`config.mk`:
```
export PLATFORM = sky130hd
export DESIGN_NAME = lgpe_blend
export DESIGN_NICKNAME = d
export VERILOG_FILES = /design/src/lgpe_pkg.sv /design/src/lgpe_blend.sv
export SDC_FILE = /design/constraint.sdc
export NUM_CORES = 1
export LEC_CHECK = 0
export ABC_CLOCK_PERIOD_IN_PS = 1900
export BUFFER_PORTS_ARGS = -buffer_cell sky130_fd_sc_hd__buf_2
export CAP_MARGIN = 10
export CORE_AREA = 2 2 39 41
export DETAILED_ROUTE_END_ITERATION = 8
export DIE_AREA = 0 0 41 43
export GPL_ROUTABILITY_DRIVEN = 0
export MAX_ROUTING_LAYER = met4
export PLACE_DENSITY = 0.78
export SKIP_LAST_GASP = 1
export SLEW_MARGIN = 10
export SYNTH_ARGS = -nofsm -noshare
export SYNTH_HDL_FRONTEND = slang
export SYNTH_SLANG_ARGS = --single-unit
```
`constraint.sdc`:
```
create_clock -name vclk -period 1.9
set_input_delay 0.38 -clock vclk [all_inputs]
set_output_delay 0.38 -clock vclk [all_outputs]
set_load 0.005 [all_outputs]
```
`src/lgpe_pkg.sv`:
```
// ----------------------------------------------------------------------------
// lgpe_pkg
// Shared types, constants and helpers for the LCD ghosting pixel expander.
// ----------------------------------------------------------------------------
package lgpe_pkg;

  localparam int PIX_W      = 7;
  localparam int SHADE_W    = 2;
  localparam int LEVEL_W    = 5;
  localparam int LANES      = 4;
  localparam int CFG_IDX_W  = 2;
  localparam int CFG_DATA_W = 8;

  localparam logic [LEVEL_W-1:0] LEVEL_MAX       = 5'b11111;
  localparam logic [7:0]         MAX_VISIBLE_W   = 8'd160;
  localparam logic [2:0]         RATE_BASE       = 3'd6;
  localparam logic [7:0]         MASK_BASE       = 8'hFF;

  // configuration register indexes
  localparam logic [CFG_IDX_W-1:0] CFG_PIXEL_OFFSET  = 2'd0;
  localparam logic [CFG_IDX_W-1:0] CFG_VISIBLE_WIDTH = 2'd1;
  localparam logic [CFG_IDX_W-1:0] CFG_GHOST_LEVEL   = 2'd2;

  typedef logic [PIX_W-1:0] pixel_t;

  typedef struct packed {
    logic [2:0]       rate;
    logic [PIX_W-1:0] mask;
  } ghost_t;

  function automatic ghost_t ghost_params(input logic [2:0] level);
    ghost_t     g;
    logic [7:0] m;
    g.rate = (level < RATE_BASE) ? (RATE_BASE - level) : 3'd1;
    m      = MASK_BASE >> (4'(level) + 4'd1);
    g.mask = m[PIX_W-1:0];
    return g;
  endfunction

endpackage

```
`src/lgpe_blend.sv`:
```
// ----------------------------------------------------------------------------
// lgpe_blend
// Blends one new 2-bit shade with the stored pixel of the previous frame.
// ----------------------------------------------------------------------------
module lgpe_blend (
  input  logic [lgpe_pkg::SHADE_W-1:0] shade,
  input  lgpe_pkg::pixel_t             prev,
  input  lgpe_pkg::ghost_t             ghost,
  output lgpe_pkg::pixel_t             pix
);

  logic [lgpe_pkg::LEVEL_W-1:0] p5;
  logic [lgpe_pkg::SHADE_W-1:0] old_shade;
  logic [10:0]                  rise;

  assign p5        = prev[lgpe_pkg::LEVEL_W-1:0];
  assign old_shade = prev[lgpe_pkg::PIX_W-1:lgpe_pkg::LEVEL_W];
  assign rise      = ({6'b0, p5} << ghost.rate) | {4'b0, ghost.mask};

  always_comb begin
    if (old_shade == shade) begin
      // same shade: level rises, saturating
      if (rise > 11'(lgpe_pkg::LEVEL_MAX)) begin
        pix = {shade, lgpe_pkg::LEVEL_MAX};
      end else begin
        pix = {shade, rise[lgpe_pkg::LEVEL_W-1:0]};
      end
    end else if (p5 == '0) begin
      pix = {shade, {lgpe_pkg::LEVEL_W{1'b0}}};
    end else begin
      // old shade lingers while its level decays
      pix = {old_shade, p5 >> ghost.rate};
    end
  end

endmodule
```
==> flow_summary.json <==
{
  "status": "finished with violations",
  "violations": "negative setup slack",
  "synth_top_cell_by_area": "nand2_1",
  "slew_headroom": 0.730,
  "hp-start": "shade[0]",
  "dp.cells": 116,
  "yosys_warnings": 0,
  "hold_viol_final": 0,
  "postRouteAntennaNets": 0,
  "maxSlewViolCount": 0,
  "grt_usage": 0.182,
  "fmax_ghz": 0.457,
  "fin_crit_ns": 2.19,
  "power_mw": 0.172,
  "finalWorstSetupSlack_ns": -0.286,
  "coreArea_sq_um": 1380,
  "whs_path_depth": 3,
  "ys_top_cells_by_area": "nand2_1 9.8%, clkbuf_8 8.9%, mux2i_1 8.7%",
  "grt-ovfl-total": 0,
  "met1_length_um": 573,
  "path_max_fanout": 5,
  "drc": 0,
  "seqCellArea_sq_um": 0,
  "critPathLaunchType": "primary input",
  "synth_top_area_frac": 0.0976,
  "worstMarginPinSlew_ns": 0.405,
  "rsz0062_at_grt": "true",
  "finalSetupTns_ns": -1.35,
  "topRoutingLayerUsed": "met3",
  "met2_wirelength_um": 759,
  "hold_path_end": "pix[5]",
  "power_density_nw_per_um2": 240,
  "stdcell_area_sq_um": 717,
  "place_ws_ns": -0.357,
  "grt_pass1_vias": 567,
  "avgViaCountPerCell": 5.34,
  "end_kind": "primary output",
  "synthDistinctLibCells": 26,
  "maxCapViolations": 0,
  "io_pins": 26,
  "power.leakage_nw": 0.347,
  "final_cells": 116,
  "synthToLayoutAreaGrowth_pct": 55.3,
  "initial_utilization": 0.334,
  "finalNetCount": 121,
  "internal-power_mw": 0.0920,
  "period_share": 1.15,
  "antenna_found_initial": 0,
  "grt_pass1_wl_um": 2330,
  "final_util": 0.518,
  "ys_seq_area_frac": 0,
  "firstDrtPassIters": 4,
  "vias": 620,
  "netSwitchingFraction": 0.465,
  "synth_cells": 60,
  "drtIter0Drc": 29,
  "wl_um": 1400,
  "seq_cell_count": 0,
  "syn_nets": 79,
  "dp_hpwl_um": 1220,
  "p_clk_frac": 0,
  "grt_max_degree": 14,
  "switching_power_mw": 0.0798,
  "arrival_ns": 1.81,
  "dpl_cell_area_sq_um": 698,
  "worstPathRequired_ns": 1.52,
  "clock_buffer_count": 0,
  "rows": 14,
  "seqPwrFrac": 0,
  "peakVddDrop_mv": 0.119,
  "portBuffers": 26,
  "num_antenna_cells": 0,
  "drive_above_1_share": 0.530,
  "finalSetupViolCount": 5,
  "synth_common_cells": "12 x nand2_1, 5 x nor2_1, 4 x a32oi_1, 4 x mux2i_1",
  "fp.dieH_um": 43,
  "avgRoutedWirePerCell_um": 12.1,
  "routed-wl-met3_um": 65,
  "dieArea_sq_um": 1760,
  "worstSetupPathType": "in2out",
  "syn_area_sq_um": 462,
  "fp.dieW_um": 41,
  "synth.most_common_cell": "nand2_1",
  "hp-class": "in2out",
  "pwr-share-comb": 1.000,
  "avgSynthCellArea_sq_um": 7.69,
  "fin_hold_ws_ns": 1.08
}
==> critical path: stages <==
cell and delay [ns]:
buf_6 0.09, or3b_1 0.37, a31o_1 0.21, a2111oi_4 0.42
a32oi_1 0.17, buf_2 0.16
==> power by group through the flow <==
stage | clock network (mW) | logic (mW) | registers [mW]
floorplan | 0 | 0.0881 | 0
CTS | 0 | 0.170 | 0
detailed placement | 0 | 0.167 | 0
global placement | 0 | 0.164 | 0
global route | 0 | 0.188 | 0
finish | 0 | 0.172 | 0
==> metal layers <==
metal,vias to the layer above,GRT usage
met5,-,-
met4,0,0
met3,0,0.00524
met2,20,0.303
met1,285,0.252
li1,315,-
==> worst max path at each step <==
stage	start	cells after the start	slack, ns	endpoint
6_report	prev[2]	6	-0.29	pix[3]
5_1_grt	prev[2]	6	-0.37	pix[2]
4_1_cts	prev[2]	6	-0.33	pix[3]
3_5_place_dp	prev[1]	6	-0.36	pix[3]
3_3_place_gp	prev[1]	6	-0.33	pix[1]
2_1_floorplan	ghost[8]	4	0.001	pix[4]
==> logic make-up after synthesis <==
family	Yosys count	share of synthesized area
buffers and inverters	6	0.114
and+or+nand+nor	25	0.257
AOI/OAI and AO/OA	19	0.352
xor gates and xnor gates	2	0.0379
muxes	8	0.238
==> cells in the final DEF, fill, tap and decap left out, types with 2 or more instances in the layout <==
master,Yosys,routed
mux2i_1,4,4
or2b_2,2,2
buf_2,0,24
inv_1,3,3
buf_4,0,17
a31oi_1,3,3
mux2_2,2,2
nor3_1,2,2
nor2_1,5,5
xnor2_1,2,2
buf_6,0,2
a32oi_1,4,4
nand2_1,12,12
a21oi_1,3,3
==> final cells by class <==
cell class         instances  area (sq um)
multi-input cells         54           415
fillers                  130           667
well taps                 16          20.0
repair buffers            43           270
inverters                  3          11.3
==> repair_timing <==
action / in CTS / in global routing
endpoints found under the setup margin: 5 / 5
buffers inserted: 0 / 0
pin swaps: 5 / 4
hold buffers: 0 / 0
gates resized for setup: 3 / 1
No activity file was read; power rests on OpenSTA's default activity.
